$ cat src/rtl/sle_pkg.sv
// Shared types and constants for the status LED serial encoder.
package sle_pkg;

	localparam int unsigned LED_BITS = 24;
	localparam int unsigned CNT_W = $clog2(LED_BITS);
	localparam int unsigned CFG_IDX_W = 3;
	localparam int unsigned CFG_DATA_W = 24;
	localparam int unsigned TIME_W = 32;
	localparam int unsigned PULSE_W = 8;
	localparam int unsigned LEVEL_W = 8;

	typedef enum logic [1:0] {
		REQ_FLAGS   = 2'd0,
		REQ_ARM     = 2'd1,
		REQ_REFRESH = 2'd2
	} req_type_t;

	typedef enum logic [CFG_IDX_W-1:0] {
		CFG_RGB_MODE   = 3'd0,
		CFG_BLINK_DUR  = 3'd1,
		CFG_LEVEL      = 3'd2,
		CFG_ONE_HIGH   = 3'd3,
		CFG_ONE_LOW    = 3'd4,
		CFG_ZERO_HIGH  = 3'd5,
		CFG_ZERO_LOW   = 3'd6
	} cfg_idx_t;

	typedef enum logic {
		ST_IDLE = 1'b0,
		ST_SEND = 1'b1
	} ser_state_t;

	// Load command from the request controller to the serializer.
	typedef struct packed {
		logic                load;
		logic                rgb;
		logic                plain;
		logic [LED_BITS-1:0] word;
	} sle_load_t;

	// Pulse timing set from the configuration registers.
	typedef struct packed {
		logic [PULSE_W-1:0] one_high;
		logic [PULSE_W-1:0] one_low;
		logic [PULSE_W-1:0] zero_high;
		logic [PULSE_W-1:0] zero_low;
	} sle_pulse_t;

	localparam logic [CFG_DATA_W-1:0] RST_BLINK_DUR = 24'd50000;
	localparam logic [LEVEL_W-1:0]    RST_LEVEL     = 8'd32;
	localparam logic [PULSE_W-1:0]    RST_ONE_HIGH  = 8'd84;
	localparam logic [PULSE_W-1:0]    RST_ONE_LOW   = 8'd72;
	localparam logic [PULSE_W-1:0]    RST_ZERO_HIGH = 8'd42;
	localparam logic [PULSE_W-1:0]    RST_ZERO_LOW  = 8'd96;

endpackage

$ cat src/rtl/sle_if.sv
// Request and result channel interfaces of the status LED serial encoder.
interface sle_req_if;
	logic        valid;
	logic        ready;
	logic [1:0]  req_type;
	logic        keyboard_up;
	logic        mouse_up;
	logic [31:0] now_us;

	modport source (output valid, req_type, keyboard_up, mouse_up, now_us, input ready);
	modport sink (input valid, req_type, keyboard_up, mouse_up, now_us, output ready);
endinterface

interface sle_res_if;
	logic       valid;
	logic       ready;
	logic       bit_value;
	logic [7:0] high_cycles;
	logic [7:0] low_cycles;
	logic       plain_led_on;
	logic       last;

	modport source (output valid, bit_value, high_cycles, low_cycles, plain_led_on, last,
		input ready);
	modport sink (input valid, bit_value, high_cycles, low_cycles, plain_led_on, last,
		output ready);
endinterface

$ cat src/rtl/sle_ctrl.sv
// Request controller: connection flags, blink deadline and colour choice.
module sle_ctrl
	import sle_pkg::*;
(
	input  logic                  clk,
	input  logic                  arst_n,
	input  logic                  accept,
	input  logic [1:0]            req_type,
	input  logic                  keyboard_up,
	input  logic                  mouse_up,
	input  logic [TIME_W-1:0]     now_us,
	input  logic                  rgb_mode,
	input  logic [CFG_DATA_W-1:0] blink_dur,
	input  logic [LEVEL_W-1:0]    level,
	output sle_load_t             load
);

	logic              kb_q;
	logic              ms_q;
	logic              armed_q;
	logic [TIME_W-1:0] deadline_q;

	logic              is_arm;
	logic              is_refresh;
	logic [TIME_W-1:0] add_b;
	logic [TIME_W-1:0] add_sum;
	logic              blinking;
	logic              connected;

	assign is_arm     = (req_type == REQ_ARM);
	assign is_refresh = (req_type == REQ_REFRESH);

	// One adder serves both requests: now + duration when arming,
	// now - deadline when refreshing.
	assign add_b   = is_arm ? {{(TIME_W-CFG_DATA_W){1'b0}}, blink_dur} : ~deadline_q;
	assign add_sum = now_us + add_b + {{(TIME_W-1){1'b0}}, ~is_arm};

	assign blinking  = armed_q & add_sum[TIME_W-1];
	assign connected = kb_q | ms_q;

	always_ff @(posedge clk or negedge arst_n) begin
		if (!arst_n) begin
			kb_q       <= 1'b0;
			ms_q       <= 1'b0;
			armed_q    <= 1'b0;
			deadline_q <= '0;
		end else if (accept) begin
			if (req_type == REQ_FLAGS) begin
				kb_q <= keyboard_up;
				ms_q <= mouse_up;
			end
			if (is_arm) begin
				deadline_q <= add_sum;
				armed_q    <= 1'b1;
			end
			if (is_refresh && !blinking) begin
				armed_q <= 1'b0;
			end
		end
	end

	always_comb begin
		load.load  = accept & is_refresh;
		load.rgb   = rgb_mode;
		load.plain = ~blinking & connected;
		if (blinking) begin
			load.word = {{(LED_BITS-LEVEL_W){1'b0}}, level};
		end else if (connected) begin
			load.word = {level, {(LED_BITS-LEVEL_W){1'b0}}};
		end else begin
			load.word = '0;
		end
	end

endmodule

$ cat src/rtl/sle_ser.sv
// Serializer: shifts the GRB word out one bit descriptor per handshake.
module sle_ser
	import sle_pkg::*;
(
	input  logic       clk,
	input  logic       arst_n,
	input  sle_load_t  load,
	input  sle_pulse_t pulse,
	output logic       idle,
	sle_res_if.source  res
);

	ser_state_t          state_q;
	ser_state_t          state_d;
	logic [LED_BITS-1:0] word_q;
	logic [CNT_W-1:0]    cnt_q;
	logic                rgb_q;
	logic                plain_q;
	logic                take;
	logic                cur_bit;

	assign take    = res.valid & res.ready;
	assign cur_bit = word_q[LED_BITS-1];

	always_ff @(posedge clk or negedge arst_n) begin
		if (!arst_n) begin
			state_q <= ST_IDLE;
		end else begin
			state_q <= state_d;
		end
	end

	always_comb begin
		state_d = state_q;
		idle    = 1'b0;
		case (state_q)
			ST_IDLE: begin
				idle = 1'b1;
				if (load.load) begin
					state_d = ST_SEND;
				end
			end
			ST_SEND: begin
				if (take && cnt_q == '0) begin
					state_d = ST_IDLE;
				end
			end
			default: state_d = ST_IDLE;
		endcase
	end

	always_ff @(posedge clk) begin
		if (load.load) begin
			word_q  <= load.word;
			rgb_q   <= load.rgb;
			plain_q <= load.plain;
			cnt_q   <= load.rgb ? CNT_W'(LED_BITS - 1) : '0;
		end else if (take) begin
			word_q <= {word_q[LED_BITS-2:0], 1'b0};
			cnt_q  <= cnt_q - 1'b1;
		end
	end

	assign res.valid        = (state_q == ST_SEND);
	assign res.bit_value    = rgb_q & cur_bit;
	assign res.high_cycles  = rgb_q ? (cur_bit ? pulse.one_high : pulse.zero_high) : '0;
	assign res.low_cycles   = rgb_q ? (cur_bit ? pulse.one_low : pulse.zero_low) : '0;
	assign res.plain_led_on = ~rgb_q & plain_q;
	assign res.last         = (cnt_q == '0);

endmodule

$ cat src/rtl/status_led_ws2812_encoder.sv
// Top level of the status LED encoder with serial RGB bit descriptors.
//
// Requests arrive on the req channel (valid/ready). A flag request stores the
// keyboard and mouse connection flags, an arm request sets the blink deadline
// to now_us plus the configured duration, and a refresh request picks the LED
// colour: blue while the blink is running, green when connected, else off.
// Request code 3 is taken and dropped.
// Results leave on the res channel. In RGB mode a refresh gives 24 bit
// descriptors, green, red, blue, most significant bit first, each with its
// high and low pulse lengths; in simple mode it gives one plain on/off level.
// Flag and arm requests produce nothing. A refresh makes its first result
// valid in the cycle after it is taken; with the receiver always ready its
// descriptors follow back to back, and after the last one is taken the
// serializer returns to idle. The pace is set by the single shift register
// and its bit counter in the serializer.
// While results are pending req.ready is low; a stalled receiver simply
// holds the current descriptor until it is taken.
// Configuration writes are registered; the user must make them only while idle, as the block does not enforce it.
// Reset loads the register defaults, clears the flags and disarms the blink.
module status_led_ws2812_encoder
	import sle_pkg::*;
(
	input  logic                  clk,
	input  logic                  arst_n,
	input  logic                  cfg_we,
	input  logic [CFG_IDX_W-1:0]  cfg_idx,
	input  logic [CFG_DATA_W-1:0] cfg_wdata,
	sle_req_if.sink               req,
	sle_res_if.source             res
);

	logic                  rgb_mode_q;
	logic [CFG_DATA_W-1:0] blink_dur_q;
	logic [LEVEL_W-1:0]    level_q;
	sle_pulse_t            pulse_q;

	sle_load_t load;
	logic      idle;
	logic      accept;

	// Configuration registers, one write per cycle, unknown indexes ignored.
	always_ff @(posedge clk or negedge arst_n) begin
		if (!arst_n) begin
			rgb_mode_q        <= 1'b1;
			blink_dur_q       <= RST_BLINK_DUR;
			level_q           <= RST_LEVEL;
			pulse_q.one_high  <= RST_ONE_HIGH;
			pulse_q.one_low   <= RST_ONE_LOW;
			pulse_q.zero_high <= RST_ZERO_HIGH;
			pulse_q.zero_low  <= RST_ZERO_LOW;
		end else if (cfg_we) begin
			case (cfg_idx)
				CFG_RGB_MODE:  rgb_mode_q        <= cfg_wdata[0];
				CFG_BLINK_DUR: blink_dur_q       <= cfg_wdata;
				CFG_LEVEL:     level_q           <= cfg_wdata[LEVEL_W-1:0];
				CFG_ONE_HIGH:  pulse_q.one_high  <= cfg_wdata[PULSE_W-1:0];
				CFG_ONE_LOW:   pulse_q.one_low   <= cfg_wdata[PULSE_W-1:0];
				CFG_ZERO_HIGH: pulse_q.zero_high <= cfg_wdata[PULSE_W-1:0];
				CFG_ZERO_LOW:  pulse_q.zero_low  <= cfg_wdata[PULSE_W-1:0];
				default: ;
			endcase
		end
	end

	// A request is taken only while the serializer has nothing left to send.
	assign req.ready = idle;
	assign accept    = req.valid & idle;

	sle_ctrl u_ctrl (
		.clk         (clk),
		.arst_n      (arst_n),
		.accept      (accept),
		.req_type    (req.req_type),
		.keyboard_up (req.keyboard_up),
		.mouse_up    (req.mouse_up),
		.now_us      (req.now_us),
		.rgb_mode    (rgb_mode_q),
		.blink_dur   (blink_dur_q),
		.level       (level_q),
		.load        (load)
	);

	sle_ser u_ser (
		.clk    (clk),
		.arst_n (arst_n),
		.load   (load),
		.pulse  (pulse_q),
		.idle   (idle),
		.res    (res)
	);

	// No request is taken while a result is still on offer.
	assert property (@(posedge clk) disable iff (!arst_n)
		(req.valid && req.ready) |-> !res.valid)
		else $error("request taken while results pending");

	// A refresh always yields a valid result in the next cycle.
	assert property (@(posedge clk) disable iff (!arst_n)
		(req.valid && req.ready && req.req_type == REQ_REFRESH) |=> res.valid)
		else $error("refresh produced no result");

	// After the last result is taken the block is ready again.
	assert property (@(posedge clk) disable iff (!arst_n)
		(res.valid && res.ready && res.last) |=> (req.ready && !res.valid))
		else $error("block not idle after last result");

	// A lit simple-mode level is a single, final result.
	assert property (@(posedge clk) disable iff (!arst_n)
		(res.valid && res.plain_led_on) |-> (res.last && res.high_cycles == '0))
		else $error("simple-mode result malformed");

endmodule
$ cat src/flat_wrapper.sv
// flat-port wrapper written by rule: the top's interface ports become plain ports
module status_led_ws2812_encoder_flat import sle_pkg::*;
  (clk, arst_n, cfg_we, cfg_idx, cfg_wdata, req_valid, req_req_type, req_keyboard_up, req_mouse_up, req_now_us, req_ready, res_valid, res_bit_value, res_high_cycles, res_low_cycles, res_plain_led_on, res_last, res_ready);
  sle_req_if req_i ();
  sle_res_if res_i ();
  input  logic clk;
  input  logic arst_n;
  input  logic cfg_we;
  input  logic [CFG_IDX_W-1:0] cfg_idx;
  input  logic [CFG_DATA_W-1:0] cfg_wdata;
  input wire logic [$bits(req_i.valid)-1:0] req_valid;
  input wire logic [$bits(req_i.req_type)-1:0] req_req_type;
  input wire logic [$bits(req_i.keyboard_up)-1:0] req_keyboard_up;
  input wire logic [$bits(req_i.mouse_up)-1:0] req_mouse_up;
  input wire logic [$bits(req_i.now_us)-1:0] req_now_us;
  output wire logic [$bits(req_i.ready)-1:0] req_ready;
  output wire logic [$bits(res_i.valid)-1:0] res_valid;
  output wire logic [$bits(res_i.bit_value)-1:0] res_bit_value;
  output wire logic [$bits(res_i.high_cycles)-1:0] res_high_cycles;
  output wire logic [$bits(res_i.low_cycles)-1:0] res_low_cycles;
  output wire logic [$bits(res_i.plain_led_on)-1:0] res_plain_led_on;
  output wire logic [$bits(res_i.last)-1:0] res_last;
  input wire logic [$bits(res_i.ready)-1:0] res_ready;
  assign req_i.valid = req_valid;
  assign req_i.req_type = req_req_type;
  assign req_i.keyboard_up = req_keyboard_up;
  assign req_i.mouse_up = req_mouse_up;
  assign req_i.now_us = req_now_us;
  assign req_ready = req_i.ready;
  assign res_valid = res_i.valid;
  assign res_bit_value = res_i.bit_value;
  assign res_high_cycles = res_i.high_cycles;
  assign res_low_cycles = res_i.low_cycles;
  assign res_plain_led_on = res_i.plain_led_on;
  assign res_last = res_i.last;
  assign res_i.ready = res_ready;
  status_led_ws2812_encoder u_core (.clk(clk), .arst_n(arst_n), .cfg_we(cfg_we), .cfg_idx(cfg_idx), .cfg_wdata(cfg_wdata), .req(req_i), .res(res_i));
endmodule
$ cat config.mk
export PLATFORM = sky130hd
export DESIGN_NAME = status_led_ws2812_encoder_flat
export DESIGN_NICKNAME = d
export VERILOG_FILES = /design/src/rtl/sle_pkg.sv /design/src/rtl/sle_if.sv /design/src/rtl/sle_ctrl.sv /design/src/rtl/sle_ser.sv /design/src/rtl/status_led_ws2812_encoder.sv /design/src/flat_wrapper.sv
export SDC_FILE = /design/constraint.sdc
export NUM_CORES = 1
export LEC_CHECK = 0
export ABC_AREA = 1
export BUFFER_PORTS_ARGS = -buffer_cell sky130_fd_sc_hd__buf_2
export CAP_MARGIN = 20
export CORE_AREA = 2 2 124 126
export DETAILED_ROUTE_END_ITERATION = 8
export DIE_AREA = 0 0 126 128
export HOLD_SLACK_MARGIN = 0.12
export PLACE_DENSITY = 0.76
export SLEW_MARGIN = 15
export SYNTH_ARGS = -nofsm -noshare
export SYNTH_HDL_FRONTEND = slang
export SYNTH_SLANG_ARGS = --single-unit
$ cat constraint.sdc
create_clock -name clk -period 2.9 [get_ports clk]
set_input_delay 0.58 -clock clk [delete_from_list [all_inputs] [get_ports clk]]
set_output_delay 0.58 -clock clk [all_outputs]
set_load 0.01 [all_outputs]
==> qor.yml <==
yosys:
  synthCells: 999
  synth_ff_type: "dfrtp_1"
  synthTopCellsByCount: "nand2_1 (290), o21ai_0 (115), nor2_1 (108)"
  yosysMostFrequentCell: "nand2_1"
  synth_top_area_cell: "dfrtp_1"
  synth_nets: 1101
  synthTopCellsByArea: "dfrtp_1 (27%), nand2_1 (14%), edfxtp_1 (12%)"
  synth_top_cell_area_share_pct: 26.7
  synth_seq_cells: 132
  synthArstFlopShare_pct: 76.5
  ys_seq_area_share_pct: 44.7
  yosys_warnings: 0
  synth_edf_count: 31
  ys_types: 40
  syn_area_um2: 7790
  synth.avg_cell_area_um2: 7.80
placed_design:
  dpl_cell_area_um2: 9120
  gp_congestion: 0.970
  port_buffers: 88
  dp_cells: 1339
  dpl.hpwl_um: 15000
  dp_slack_ns: -0.234
drt:
  drc_errors: 0
  antenna_left: 0
  wl_per_cell_um: 15.0
  num_vias: 7170
  wl_um: 20600
  drt-initial-drc-count: 689
  vias_per_cell: 5.23
  firstDrtPassIters: 4
worst_setup_path:
  path_class: "in2reg"
  worstReg2RegStart: "u_core.u_ctrl.deadline_q[0]"
  cp.depth: 19
  arrival_ns: 3.04
  path_delay_family: "simple AND/OR/NAND/NOR gates"
  max_stage_delay_ns: 0.43
  startpoint_type: "primary input"
  crit_top_cell: "nand2_1"
  end_kind: "flop"
  crit_fanout: 4
  r2r_cells: 16
  crit_required_ns: 3.21
  crit_slowest_cell: "fa_1"
  path_cells: "buf_2 > nor2_4 > inv_2 > nand2_1 > o21ai_0 > fa_1 > fa_1 > inv_1 > nand3_1 > nand2_1 > nand2_1 > nand2_1 > nand2_1 > nand2_1 > nand2_1 > nand2_1 > nand2_1 > nand3_1 > nand2_1"
  startpoint: "req_req_type[1]"
  cp.buffers_inverters: 3
pwr:
  clockPowerShare_pct: 24.6
  p_leak_nw: 4.91
  p_comb_share_pct: 43.5
  p_sw_share_pct: 37.2
  ir_drop_mv: 0.692
  p_switching_w: 0.00335
  power_density_nw_per_um2: 926
  p_seq_share_pct: 31.8
  p_int_w: 0.00566
final_layout:
  multi_input_area_um2: 3820
  seqCellArea_um2: 3480
  n_antenna_cell: 0
  final_cells: 1371
  drive_gt1_share_pct: 24.3
  final_cell_area_um2: 9720
  fillerInstances: 1272
  nets: 1272
  area_delta_synth_final_pct: 24.8
  final_core_util_pct: 65.4
sta:
  rsz0062_at_grt: "no"
  slew_viol_final: 0
  worst_clock_skew_ns: 0.0111
  fin_crit_ns: 2.72
  min_period_over_period_pct: 93.9
  hold_viol_final: 0
  layout_setup_ws_ns: 0.177
  setup_viol: 0
  final.setup.tns_ns: 0
  worstMarginPinSlew_ns: 0.574
  fmax_ghz: 0.367
  slew_headroom_pct: 61.7
flow_run:
  maxCapViolations: 0
floorplanning:
  pin_count: 89
  rows: 45
  core_area_um2: 14900
  start_util_pct: 52.4
  chipHeight_um: 128
  dieArea_um2: 16100
  die_x_um: 126
grt:
  grtUsageTotal_pct: 26.4
  grt_pass1_wl_um: 33600
  antenna_found_initial: 0
  grt-ovfl-total: 0
  grt_pass1_vias: 6964
  grt_max_degree: 40
clocking:
  ctsHtreeMaxLevel: 4
  cts-resized-gates: 0
  clock-sinks: 132
  clk-insertion-delay-late_ns: 0.43
  post_cts_buffers: 0
  cts_tree: "done"
  hold_buffers: 0
  clk_pin_slew_ns: 0.07
  numCtsBuffers: 17
  clockBufferDepth: 2
  cts_root_buffer: "clkbuf_16"
run_status:
  run_status: "completed"
worst_hold_path:
  hold_class: "in2async"
per-layer routing:
layer	track usage [%]	up-vias	routed length, um
met2	43.5	212	9680
met4	8.92	0	427
met1	35.2	3318	9420
met3	5.22	35	1080
met5	0	-	0
li1	-	3605	-
power groups by stage:
stage | clock network [W] | registers (W) | logic (W)
finish | 0.00222 | 0.00287 | 0.00392
global route | 0.00231 | 0.00293 | 0.00442
CTS | 0.00223 | 0.00286 | 0.00391
detailed placement | 0 | 0.00288 | 0.00387
global placement | 0 | 0.00286 | 0.00378
floorplan | 0 | 0.00278 | 0.00245
final timing paths:
| kind | slack (ns) | end |
|---|---|---|
| worst max-delay path | 0.18 | u_core.u_ctrl.deadline_q[28] |
| worst min-delay path | 0.14 | u_core.u_ctrl.deadline_q[25] |
| worst max register to register | 0.27 | u_core.u_ctrl.deadline_q[28] |
| worst min register to register | 0.48 | u_core.u_ctrl.deadline_q[29] |
| max in group asynchronous | 2.07 | u_core.blink_dur_q[14] |
| min in group clk | 0.38 | u_core.blink_dur_q[12] |
cells in the final DEF, fill, tap and decap left out, types with 3 or more instances in the layout:
cell	n
a21oi_1	32
nor3_1	4
o21ai_0	114
inv_2	5
nor2_1	108
bufinv_16	3
clkbuf_16	17
nand3_1	45
a31oi_1	5
ha_1	32
nand2_1	290
dfrtp_1	83
nand4_1	14
nor2_2	4
mux2_2	18
a21oi_2	3
inv_6	4
clkinvlp_4	3
a21o_1	5
buf_2	87
edfxtp_1	31
nand3b_1	8
buf_4	89
nand2_2	7
xor2_1	3
buf_12	5
dfstp_2	18
inv_1	94
o21bai_1	6
nand3_2	8
or2_2	5
xnor2_1	10
registers in the layout, indices dropped and copies added, names as in the netlist:
register                  count
u_core.u_ctrl.armed_q         1
u_core.level_q                8
u_core.u_ser.res.valid        1
u_core.u_ser.word_q          24
u_core.blink_dur_q           24
u_core.u_ctrl.kb_q            1
u_core.u_ser.cnt_q            5
u_core.pulse_q               32
u_core.u_ser.rgb_q            1
u_core.u_ctrl.deadline_q     32
u_core.u_ser.plain_q          1
u_core.rgb_mode_q             1
u_core.u_ctrl.ms_q            1
stage by stage:
step / total power, W / hold slack, ns
floorplan: 0.00523 / 0.284
global placement: 0.00664 / 0.458
detailed placement: 0.00675 / 0.466
CTS: 0.00900 / 0.147
global route: 0.00966 / 0.174
finish: 0.00901 / 0.141
logic make-up after synthesis:
kind of cell	after synthesis	share of synthesized area (%)
AO/OA/AOI/OAI	171	11.7
XOR/XNOR	13	1.46
adder cells (fa/ha/maj)	34	5.65
buffers and inverters	128	6.34
flip-flops	132	44.7
multiplexers	18	2.60
AND/OR/NAND/NOR	503	27.6
cell type report:
cell class	instances	area share, %
flip-flops and latches	132	35.8
clock inverters	15	1.84
repair buffers	181	12.4
inverters	99	3.82
well taps	188	2.42
multi-input cells	739	39.3
clock buffers	17	4.38
Power figures use the tool's default switching activity.
